[src/rtl/load_watermark_freq_governor_core_macros.svh]
// assertion helpers shared by the governor rtl
`ifndef LOAD_WATERMARK_FREQ_GOVERNOR_CORE_MACROS_SVH
`define LOAD_WATERMARK_FREQ_GOVERNOR_CORE_MACROS_SVH

// same-cycle implication, disabled while in reset
`define LWFG_ASSERT_IMP(lbl, ante, cons) \
    lbl: assert property (@(posedge aclk) disable iff (!aresetn) (ante) |-> (cons)) \
        else $error("lwfg assertion failed");

// next-cycle implication, disabled while in reset
`define LWFG_ASSERT_NXT(lbl, ante, cons) \
    lbl: assert property (@(posedge aclk) disable iff (!aresetn) (ante) |=> (cons)) \
        else $error("lwfg assertion failed");

`endif

[src/rtl/lwfg_pkg.sv]
package lwfg_pkg;

    localparam int LEVELS       = 16;
    localparam int LEVEL_W      = $clog2(LEVELS);
    localparam int NUM_LEVELS_W = 5;
    localparam int LVL_CMP_W    = ((LEVEL_W > NUM_LEVELS_W) ? LEVEL_W : NUM_LEVELS_W) + 1;

    localparam int DSP_W     = 15;
    localparam int MARK_W    = 7;
    localparam int MARK_SHIFT = 8;
    localparam int CNT_W     = 64;
    localparam int NCNT      = 7;
    localparam int PROD_W    = CNT_W + MARK_W;
    localparam int CHG_W     = 32;
    localparam int CFG_W     = 7;
    localparam int CFG_IDX_W = 3;

    localparam logic [MARK_W-1:0] BUSY_SCALE = MARK_W'(100);

    localparam int QDEPTH  = 16;
    localparam int QPTR_W  = $clog2(QDEPTH);
    localparam int QCNT_W  = QPTR_W + 1;

    // pipeline depth of the front part
    localparam int FRONT_STAGES = 6;

    // counter order inside the delta array
    localparam int CNT_USER    = 0;
    localparam int CNT_NICE    = 1;
    localparam int CNT_SYSTEM  = 2;
    localparam int CNT_IDLE    = 3;
    localparam int CNT_IOWAIT  = 4;
    localparam int CNT_IRQ     = 5;
    localparam int CNT_SOFTIRQ = 6;

    localparam logic [MARK_W-1:0]       RST_DSP_HIGH   = MARK_W'(50);
    localparam logic [MARK_W-1:0]       RST_DSP_LOW    = MARK_W'(10);
    localparam logic [MARK_W-1:0]       RST_CPU_HIGH   = MARK_W'(80);
    localparam logic [MARK_W-1:0]       RST_CPU_LOW    = MARK_W'(20);
    localparam logic                    RST_USE_CPU    = 1'b0;
    localparam logic                    RST_IGN_NICE   = 1'b1;
    localparam logic [NUM_LEVELS_W-1:0] RST_NUM_LEVELS = NUM_LEVELS_W'(16);

    typedef enum logic [CFG_IDX_W-1:0] {
        CFG_DSP_HIGH   = 3'd0,
        CFG_DSP_LOW    = 3'd1,
        CFG_CPU_HIGH   = 3'd2,
        CFG_CPU_LOW    = 3'd3,
        CFG_USE_CPU    = 3'd4,
        CFG_IGN_NICE   = 3'd5,
        CFG_NUM_LEVELS = 3'd6
    } cfg_idx_t;

    typedef enum logic [1:0] {
        ACT_LOWER = 2'd0,
        ACT_SAME  = 2'd1,
        ACT_RAISE = 2'd2
    } action_t;

    typedef struct packed {
        logic [DSP_W-1:0] dsp_load;
        logic [CNT_W-1:0] user_ticks;
        logic [CNT_W-1:0] nice_ticks;
        logic [CNT_W-1:0] system_ticks;
        logic [CNT_W-1:0] idle_ticks;
        logic [CNT_W-1:0] iowait_ticks;
        logic [CNT_W-1:0] irq_ticks;
        logic [CNT_W-1:0] softirq_ticks;
    } in_item_t;

    typedef struct packed {
        action_t            action;
        logic [LEVEL_W-1:0] level;
        logic [CHG_W-1:0]   change_count;
    } out_item_t;

    typedef struct packed {
        logic [MARK_W-1:0]       dsp_high_mark;
        logic [MARK_W-1:0]       dsp_low_mark;
        logic [MARK_W-1:0]       cpu_high_mark;
        logic [MARK_W-1:0]       cpu_low_mark;
        logic                    cpu_load_en;
        logic                    nice_excl;
        logic [NUM_LEVELS_W-1:0] num_levels;
    } cfg_t;

    // classified request handed from front to back
    typedef struct packed {
        logic raise;
        logic lower;
    } req_t;

endpackage

[src/rtl/lwfg_queue.sv]
module lwfg_queue (
    input  logic           aclk,
    input  logic           aresetn,
    input  logic           push,
    input  lwfg_pkg::req_t push_req,
    input  logic           pop,
    output logic           pop_valid,
    output lwfg_pkg::req_t pop_req,
    output logic           full
);
    import lwfg_pkg::*;

    req_t              mem_reg [QDEPTH];
    logic [QPTR_W-1:0] wr_ptr_reg, rd_ptr_reg;
    logic [QCNT_W-1:0] cnt_reg, cnt_next;

    always_comb begin
        cnt_next = cnt_reg;
        if (push && !pop) begin
            cnt_next = cnt_reg + QCNT_W'(1);
        end else if (pop && !push) begin
            cnt_next = cnt_reg - QCNT_W'(1);
        end
    end

    always_ff @(posedge aclk) begin
        if (!aresetn) begin
            wr_ptr_reg <= '0;
            rd_ptr_reg <= '0;
            cnt_reg    <= '0;
        end else begin
            if (push) begin
                wr_ptr_reg <= wr_ptr_reg + QPTR_W'(1);
            end
            if (pop) begin
                rd_ptr_reg <= rd_ptr_reg + QPTR_W'(1);
            end
            cnt_reg <= cnt_next;
        end
    end

    always_ff @(posedge aclk) begin
        if (push) begin
            mem_reg[wr_ptr_reg] <= push_req;
        end
    end

    assign pop_valid = (cnt_reg != '0);
    assign pop_req   = mem_reg[rd_ptr_reg];
    assign full      = (cnt_reg == QCNT_W'(QDEPTH));

endmodule

[config.mk]
export PLATFORM = sky130hd
export DESIGN_NAME = lwfg_queue
export DESIGN_NICKNAME = d
export VERILOG_FILES = /design/src/rtl/load_watermark_freq_governor_core_macros.svh /design/src/rtl/lwfg_pkg.sv /design/src/rtl/lwfg_queue.sv
export SDC_FILE = /design/constraint.sdc
export NUM_CORES = 1
export LEC_CHECK = 0
export ABC_AREA = 1
export BUFFER_PORTS_ARGS = -buffer_cell sky130_fd_sc_hd__buf_2
export CAP_MARGIN = 10
export CORE_ASPECT_RATIO = 1.75
export CORE_UTILIZATION = 60
export DETAILED_ROUTE_END_ITERATION = 16
export PLACE_DENSITY = 0.8
export SYNTH_ARGS = -nofsm -noshare
export SYNTH_HDL_FRONTEND = slang
export SYNTH_SLANG_ARGS = --single-unit
[constraint.sdc]
create_clock -name aclk -period 2.2 [get_ports aclk]
set_clock_uncertainty 0.1 [all_clocks]
set_input_delay 0.44 -clock aclk [delete_from_list [all_inputs] [get_ports aclk]]
set_output_delay 0.44 -clock aclk [all_outputs]
set_load 0.05 [all_outputs]
==> run summary <==
status = complete, no violations
postcts setup bufs = 0
final wirelength = 4100 um
post-synth cell types = 22
hold crit path type = input pin to register
Slew HR = 0.817
Final HPWL DP = 3060 um
PwrDens = 789 nW/um2
time the worst path needs with I/O delays and setup = 2.04 ns
Die Footprint = 4060 um2
capturing point of the worst reg2reg path = cnt_reg[4]
hold path depth = 3
cts hold-fix bufs = 0
synth warn = 0
arrival time worst endpoint = 1.50 ns
reg2reg setup slack = 0.73 ns
grt total ovfl = 0
post-synth top area cell = edfxtp_1
CP required = 1.66 ns
Critical Path Sink Type = output pin
GRT Overall Usage = 0.230
syn avg cell area = 8.98 um2
GPL Wtd Cong = 0.744
fraction of layout cells with a size suffix above 1 = 0.0824
Worst-Skew Late Latency = 0.29 ns
first-pass GRT wire length = 7040 um
TritonCTS buffer count = 5
DRC viols = 0
Max Cap Viol = 0
Root Driver = clkbuf_8
Seq/Total Area, Yosys = 0.570
top cells by area, synth = edfxtp_1 (42%), dfxtp_1 (15%), nand2_1 (10%), inv_1 (6.6%), nand3_1 (6.6%)
drt via density = 5.14
reg2reg start = cnt_reg[0]
antenna cells = 0
largest net degree at the start of global routing = 17
I/O Pins = 10
routed vias = 1609
drt wl/cell = 13.1 um
cell area after synthesis = 2280 um2
Hold Path End = wr_ptr_reg[0]
DR pass1 iterations = 4
Final Hold Vio Count = 0
initial DRC count = 40
CTS tree = yes
Fillers = 314
initial core utilization = 0.629
setup_tns = 0 ns
Crit Path Class = register to output pin
core area = 3630 um2
WHS = 0.332 ns
Reg2Reg Depth = 7
initial antenna violation count = 0
peak supply drop = 654 uV
RSZ-0062 raised after global routing = no
Final Max Tran Viols = 0
crit share post-route = 0.928
Crit Path Max Fanout = 14
share of the synthesized area in the top cell type = 0.421
port bufs = 9
leakage = 1.09 nW
crit path launch type = register
worst slew pin tran = 0.275 ns
Clock Pin Slew Worst Setup and Hold Paths = 0.08 ns
die extent in x = 48.6 um
P&R area growth vs syn = 8.11%
Clock H-tree levels = 2
min-delay src = aresetn
Fmax achieved = 0.490 GHz
Yosys reg bits = 49
DRT antenna net count = 0
cell row count = 29
Die Span Y = 83.6 um
vias in the first global route = 1604
Final Net Count = 282
Clock Sinks = 49
max reg flops = 32
synthesized netlist cell count = 254
clk buf depth = 2
final setup vio count = 0
syn nets = 270
-- final cells by class --
cell class,count,area (um2),share of cell area
Clock buffer,6,72.6,0.0294
Multi-Input combinational cell,157,777,0.315
Inverter,43,164,0.0664
Timing Repair Buffer,10,58.8,0.0238
Sequential cell,49,1300,0.528
Tap cell,46,57.6,0.0233
Clock inverter,2,33.8,0.0137
-- stage by stage --
| step | worst slack, ns | std cells | util | power, mW | area (um2) |
|---|---|---|---|---|---|
| CTS | 0.0329 | 313 | 0.678 | 1.95 | 2460 |
| floorplan | 0.458 | 254 | - | 1.29 | 2280 |
| global placement | 0.227 | 305 | 0.648 | 1.35 | 2350 |
| global route | 0.0406 | 313 | 0.680 | 2.03 | 2470 |
| detailed placement | 0.192 | 305 | 0.648 | 1.36 | 2350 |
| finish | 0.159 | 313 | 0.680 | 1.95 | 2470 |
-- power by group --
group	internal, mW	switching [mW]
clock network	0.335	0.272
logic	0.0985	0.202
registers	1.01	0.0302
total	1.44	0.504
-- worst max-delay path by stage --
| stage | startpoint | endpoint | cells after the start |
|---|---|---|---|
| global placement | pop | cnt_reg[4] | 10 |
| floorplan | pop | cnt_reg[4] | 9 |
| detailed placement | pop | cnt_reg[4] | 10 |
| CTS | register | pop_req[0] | 8 |
| finish | register | pop_req[0] | 8 |
| global route | register | pop_req[1] | 8 |
-- cell usage after synthesis (all sizes together) --
| cell type | number |
|---|---|
| o21a | 1 |
| nand4 | 2 |
| inv | 43 |
| xnor2 | 1 |
| a21oi | 9 |
| fa | 1 |
| nand3 | 30 |
| or2 | 1 |
| nor3 | 1 |
| edfxtp | 32 |
| ha | 9 |
| nor2 | 32 |
| dfxtp | 17 |
| nand2 | 62 |
| buf | 5 |
| o21ai | 5 |
| xor2 | 3 |
-- critical path, cell delays in order (launching register included) --
cell and delay (ns):
dfxtp_2 0.39, buf_6 0.17, nand2_1 0.06, nand2_1 0.07
nand2_1 0.05, nand3_1 0.08, nand3_1 0.08, nand2_1 0.06
buf_2 0.25
-- what timing repair did --
action	in CTS	in global routing
setup endpoints to repair	0	2
resized for setup	0	4
endpoints found under the hold margin	0	0
-- cells in the final DEF (no fill, tap or decap) --
cell type  synthesis  routed
buf_6              2       1
dfxtp_2            0       2
dfxtp_1           17      15
clkbuf_8           0       5
o21ai_0            3       3
nand4_1            2       2
buf_2              2       8
clkbuf_1           0       1
clkinv_1           0       1
nand3_1           30      30
or2_1              1       1
nor2_1            32      32
nor3_2             1       1
clkbuf_4           0       1
o21a_1             1       1
edfxtp_1          32      32
xor2_1             3       3
inv_2              2       2
bufinv_16          0       1
nand2_1           62      62
a21oi_1            9       9
inv_4              1       1
ha_1               9       9
inv_1             40      40
xnor2_1            1       1
fa_1               1       1
o21ai_1            2       2
-- kinds of logic after synthesis --
kind of cell    count (synthesis)  synth area share
flops                          49             0.570
fa+ha+maj                      10            0.0581
simple gates                  128             0.233
xor+xnor                        4            0.0154
buf+inv                        48            0.0894
compound gates                 15            0.0340
-- routing by layer --
layer	GRT usage	part of all wire
met4	0.107	0.023
met3	0.0273	0.024
met5	0	0
met1	0.229	0.37
met2	0.451	0.58
(Power assumes the default switching activity.)
