<file path="src/rtl/load_watermark_freq_governor_core_macros.svh">
// assertion helpers shared by the governor rtl
`ifndef LOAD_WATERMARK_FREQ_GOVERNOR_CORE_MACROS_SVH
`define LOAD_WATERMARK_FREQ_GOVERNOR_CORE_MACROS_SVH

// same-cycle implication, disabled while in reset
`define LWFG_ASSERT_IMP(lbl, ante, cons) \
    lbl: assert property (@(posedge aclk) disable iff (!aresetn) (ante) |-> (cons)) \
        else $error("lwfg assertion failed");

// next-cycle implication, disabled while in reset
`define LWFG_ASSERT_NXT(lbl, ante, cons) \
    lbl: assert property (@(posedge aclk) disable iff (!aresetn) (ante) |=> (cons)) \
        else $error("lwfg assertion failed");

`endif

</file>
<file path="src/rtl/lwfg_pkg.sv">
package lwfg_pkg;

    localparam int LEVELS       = 16;
    localparam int LEVEL_W      = $clog2(LEVELS);
    localparam int NUM_LEVELS_W = 5;
    localparam int LVL_CMP_W    = ((LEVEL_W > NUM_LEVELS_W) ? LEVEL_W : NUM_LEVELS_W) + 1;

    localparam int DSP_W     = 15;
    localparam int MARK_W    = 7;
    localparam int MARK_SHIFT = 8;
    localparam int CNT_W     = 64;
    localparam int NCNT      = 7;
    localparam int PROD_W    = CNT_W + MARK_W;
    localparam int CHG_W     = 32;
    localparam int CFG_W     = 7;
    localparam int CFG_IDX_W = 3;

    localparam logic [MARK_W-1:0] BUSY_SCALE = MARK_W'(100);

    localparam int QDEPTH  = 16;
    localparam int QPTR_W  = $clog2(QDEPTH);
    localparam int QCNT_W  = QPTR_W + 1;

    // pipeline depth of the front part
    localparam int FRONT_STAGES = 6;

    // counter order inside the delta array
    localparam int CNT_USER    = 0;
    localparam int CNT_NICE    = 1;
    localparam int CNT_SYSTEM  = 2;
    localparam int CNT_IDLE    = 3;
    localparam int CNT_IOWAIT  = 4;
    localparam int CNT_IRQ     = 5;
    localparam int CNT_SOFTIRQ = 6;

    localparam logic [MARK_W-1:0]       RST_DSP_HIGH   = MARK_W'(50);
    localparam logic [MARK_W-1:0]       RST_DSP_LOW    = MARK_W'(10);
    localparam logic [MARK_W-1:0]       RST_CPU_HIGH   = MARK_W'(80);
    localparam logic [MARK_W-1:0]       RST_CPU_LOW    = MARK_W'(20);
    localparam logic                    RST_USE_CPU    = 1'b0;
    localparam logic                    RST_IGN_NICE   = 1'b1;
    localparam logic [NUM_LEVELS_W-1:0] RST_NUM_LEVELS = NUM_LEVELS_W'(16);

    typedef enum logic [CFG_IDX_W-1:0] {
        CFG_DSP_HIGH   = 3'd0,
        CFG_DSP_LOW    = 3'd1,
        CFG_CPU_HIGH   = 3'd2,
        CFG_CPU_LOW    = 3'd3,
        CFG_USE_CPU    = 3'd4,
        CFG_IGN_NICE   = 3'd5,
        CFG_NUM_LEVELS = 3'd6
    } cfg_idx_t;

    typedef enum logic [1:0] {
        ACT_LOWER = 2'd0,
        ACT_SAME  = 2'd1,
        ACT_RAISE = 2'd2
    } action_t;

    typedef struct packed {
        logic [DSP_W-1:0] dsp_load;
        logic [CNT_W-1:0] user_ticks;
        logic [CNT_W-1:0] nice_ticks;
        logic [CNT_W-1:0] system_ticks;
        logic [CNT_W-1:0] idle_ticks;
        logic [CNT_W-1:0] iowait_ticks;
        logic [CNT_W-1:0] irq_ticks;
        logic [CNT_W-1:0] softirq_ticks;
    } in_item_t;

    typedef struct packed {
        action_t            action;
        logic [LEVEL_W-1:0] level;
        logic [CHG_W-1:0]   change_count;
    } out_item_t;

    typedef struct packed {
        logic [MARK_W-1:0]       dsp_high_mark;
        logic [MARK_W-1:0]       dsp_low_mark;
        logic [MARK_W-1:0]       cpu_high_mark;
        logic [MARK_W-1:0]       cpu_low_mark;
        logic                    cpu_load_en;
        logic                    nice_excl;
        logic [NUM_LEVELS_W-1:0] num_levels;
    } cfg_t;

    // classified request handed from front to back
    typedef struct packed {
        logic raise;
        logic lower;
    } req_t;

endpackage

</file>
<file path="src/rtl/lwfg_back.sv">
module lwfg_back (
    input  logic               aclk,
    input  logic               aresetn,
    input  logic               q_valid,
    input  lwfg_pkg::req_t     q_req,
    output logic               q_pop,
    input  lwfg_pkg::cfg_t     cfg,
    output logic               m_valid,
    input  logic               m_ready,
    output lwfg_pkg::out_item_t m_data
);
    import lwfg_pkg::*;

    logic [LEVEL_W-1:0]   level_reg, level_next;
    logic [CHG_W-1:0]     count_reg, count_next;
    action_t              act;
    logic                 out_valid_reg;
    out_item_t            out_data_reg;
    logic [LVL_CMP_W-1:0] n_ext, n_clamp, last;

    assign q_pop = q_valid && (!out_valid_reg || m_ready);

    always_comb begin
        n_ext = LVL_CMP_W'(cfg.num_levels);
        priority if (n_ext == '0) begin
            n_clamp = LVL_CMP_W'(1);
        end else if (n_ext > LVL_CMP_W'(LEVELS)) begin
            n_clamp = LVL_CMP_W'(LEVELS);
        end else begin
            n_clamp = n_ext;
        end
        last = n_clamp - LVL_CMP_W'(1);

        level_next = level_reg;
        count_next = count_reg;
        act        = ACT_SAME;
        // raise wins over lower when marks are inverted, unless the level is already 0
        priority if (q_req.raise && level_reg != '0) begin
            level_next = '0;
            count_next = count_reg + CHG_W'(1);
            act        = ACT_RAISE;
        end else if (q_req.lower && (LVL_CMP_W'(level_reg) < last)) begin
            level_next = level_reg + LEVEL_W'(1);
            count_next = count_reg + CHG_W'(1);
            act        = ACT_LOWER;
        end else begin
            act        = ACT_SAME;
        end
    end

    always_ff @(posedge aclk) begin
        if (!aresetn) begin
            level_reg     <= '0;
            count_reg     <= '0;
            out_valid_reg <= 1'b0;
        end else begin
            if (q_pop) begin
                level_reg     <= level_next;
                count_reg     <= count_next;
                out_valid_reg <= 1'b1;
            end else if (m_ready) begin
                out_valid_reg <= 1'b0;
            end
        end
    end

    always_ff @(posedge aclk) begin
        if (q_pop) begin
            out_data_reg.action       <= act;
            out_data_reg.level        <= level_next;
            out_data_reg.change_count <= count_next;
        end
    end

    assign m_valid = out_valid_reg;
    assign m_data  = out_data_reg;

endmodule

</file>
<file path="config.mk">
export PLATFORM = sky130hd
export DESIGN_NAME = lwfg_back
export DESIGN_NICKNAME = d
export VERILOG_FILES = /design/src/rtl/load_watermark_freq_governor_core_macros.svh /design/src/rtl/lwfg_pkg.sv /design/src/rtl/lwfg_back.sv
export SDC_FILE = /design/constraint.sdc
export NUM_CORES = 1
export LEC_CHECK = 0
export ABC_AREA = 1
export BUFFER_PORTS_ARGS = -buffer_cell sky130_fd_sc_hd__buf_2
export CORE_MARGIN = 3
export CORE_UTILIZATION = 28
export DETAILED_ROUTE_END_ITERATION = 8
export GPL_TIMING_DRIVEN = 1
export SYNTH_ARGS = -nofsm -noshare
export SYNTH_HDL_FRONTEND = slang
export SYNTH_SLANG_ARGS = --single-unit
</file>
<file path="constraint.sdc">
create_clock -name aclk -period 4.3 [get_ports aclk]
set_clock_uncertainty 0.2 [all_clocks]
set_input_delay 0.86 -clock aclk [delete_from_list [all_inputs] [get_ports aclk]]
set_output_delay 0.86 -clock aclk [all_outputs]
set_load 0.05 [all_outputs]
</file>
==> impl_metrics.toml <==
[run_status]
outcome = "finished clean"

[setup_path]
crit_required_ns = 4.34
crit_type = "in -> reg"
startpoint_type = "input pin"
crit_arrival_ns = 3.52
critPathCaptureType = "flop"
crit_fanout = 30

[placed_design]
place_hpwl_mm = 6.56
gp_congestion = 0.773
pre_cts_slack_ns = 0.426
port_buffers = 50

[detailed_routing]
wirelength_mm = 9.46
ant_nets = 0
drtPass1Iterations = 4
wl_per_cell_um = 11.3
dr_total_vias = 3716
drtIter0Drc = 266
via_per_inst = 4.42
route.detailed.drc = 0

[final_layout]
multi_input_area_um2 = 1940
layout_common_cells = "nand2_1, inv_1, nand3_1, buf_2, nor2_1"
layout-area-overhead-vs-synth_pct = 16.3
largest_reg_flops = 38
drive_gt1_frac = 0.143
final.fill_count = 1555
seq_area_um2 = 1880
diodes = 0
nNetsFinal = 699
final_common_cell = "nand2_1"

[clocking]
clkLatencyLatePin_ns = 0.34
postCtsSetupRepairBufs = 0
cts.htree.levels = 3
cts_buffer_depth = 2
ctsResizeCount = 0
cts_tree = "built"
cts.sinks = 75
hold_buffers = 0
clk_pin_slew_worst_paths_ns = 0.06
cts_made_buffers = 9
cts_root_buf = "clkbuf_16"

[die]
core_area_um2 = 14800
rows = 44
dieArea_um2 = 16900
ioPinCount = 81
start_util = 0.291
die_w_um = 130
die_h_um = 130

[synthesis]
seq_area_frac_synth = 0.437
syn-num-nets = 652
synth.avg_cell_area_um2 = 7.13
synth.distinct_cells = 31
synthCells = 604
async_flop_share = 0
syn_area_um2 = 4310
ys.flop_type = "edfxtp_1"
synth-warning-count = 0
ys_ff_latch = 75
synth_edf_count = 38

[pwr]
leakage_uw = 0.00239
powerDensity_nw_per_um2 = 407
ir_drop_mv = 0.197

[min_path]
hold_class = "reg -> reg"

[sta]
hold_slack_ns = 0.332
fin_ws_ns = 0.817
slew_headroom = 0.381
rsz0062_at_grt = "false"
min_period_ns = 3.48
hold_viol_final = 0
tns_ns = 0
finalSetupViolCount = 0
tightest_slew_ns = 0.929
finalCritPeriodShare = 0.810
slew_viol_final = 0
timing.fmax_mhz = 287

[grt]
antenna_found_initial = 0
groute.usage.overall = 0.116
grt_pass1_wl_mm = 15.6
grt_max_degree = 79
first_global_vias = 3332
grt_overflow = 0

[run]
maxCapViolCount = 0
==> kinds of logic (layout without fill, tap and decap cells) <==
family | count (synthesis) | after routing | share of synthesized area
XOR/XNOR | 3 | 3 | 0.00610
flip-flops | 75 | 75 | 0.437
buffers and inverters | 113 | 165 | 0.112
AO/OA/AOI/OAI | 51 | 51 | 0.0630
adder cells (fa/ha/maj) | 7 | 7 | 0.0203
AND/OR/NAND/NOR | 355 | 355 | 0.362
==> layout make-up <==
class,instances,area share
Tap cell,184,0.0460
Clock inverter,6,0.0160
Timing Repair Buffer,56,0.0590
Inverter,93,0.0697
Sequential cell,75,0.376
Clock buffer,10,0.0457
Multi-Input combinational cell,416,0.388
==> worst paths after layout <==
| kind | cells past startpoint | slack, ns | to | start |
|---|---|---|---|---|
| worst max-delay path | 18 | 0.82 | count_reg[14] | cfg[3] |
| worst min-delay path | 2 | 0.33 | m_valid | m_valid |
| worst max register to register | 12 | 1.70 | count_reg[14] | level_reg[0] |
| worst min register to register | 2 | 0.33 | m_valid | m_valid |
==> synth_stat cells, types with 5 or more instances <==
cell	count	area share
edfxtp_1	38	0.26
inv_1	91	0.079
ha_1	7	0.020
nand3_1	67	0.078
nor2_1	41	0.036
o21ai_0	8	0.0093
dfxtp_1	37	0.17
nor2_2	6	0.0087
buf_6	7	0.018
nand2_2	5	0.0073
nand4_1	8	0.012
buf_2	5	0.0058
clkbuf_1	7	0.0061
nand2_1	212	0.18
a21oi_1	39	0.045
==> power breakdown <==
group	switching (uW)	internal (uW)	total (uW)	leakage, uW
clock network	293	503	796	0.000148
registers	37.0	822	859	0.000688
logic	286	97.1	384	0.00156
==> metal layers <==
metal	share of wire	vias to the layer above	GRT usage	wire length, um
li1	-	2006	-	-
met1	0.49	1631	0.153	4680
met2	0.44	67	0.184	4180
met3	0.046	12	0.0295	435
met4	0.017	0	0.0422	160
met5	0	-	0	0
==> through the flow <==
stage	total power (uW)	cell area (um2)	utilization	std cells
floorplan	1190	4310	-	604
global placement	1260	4700	0.317	824
detailed placement	1260	4700	0.317	824
CTS	2060	5010	0.338	840
global route	2140	5010	0.338	840
finish	2040	5010	0.338	840
==> critical path, cell delays in order <==
cell and delay (ns):
buf_2 0.11, nor2_2 0.15, nand2_1 0.06, inv_1 0.06
o21ai_0 0.10, ha_1 0.25, xor2_1 0.18, ha_1 0.19
a21oi_1 0.11, or2_1 0.31, nand3_4 0.22, nand2_4 0.31
buf_4 0.25, nand2_1 0.06, nand2_1 0.08, nand3_1 0.07
nand2_1 0.10, inv_1 0.03
No activity file was read; power rests on OpenSTA's default activity.
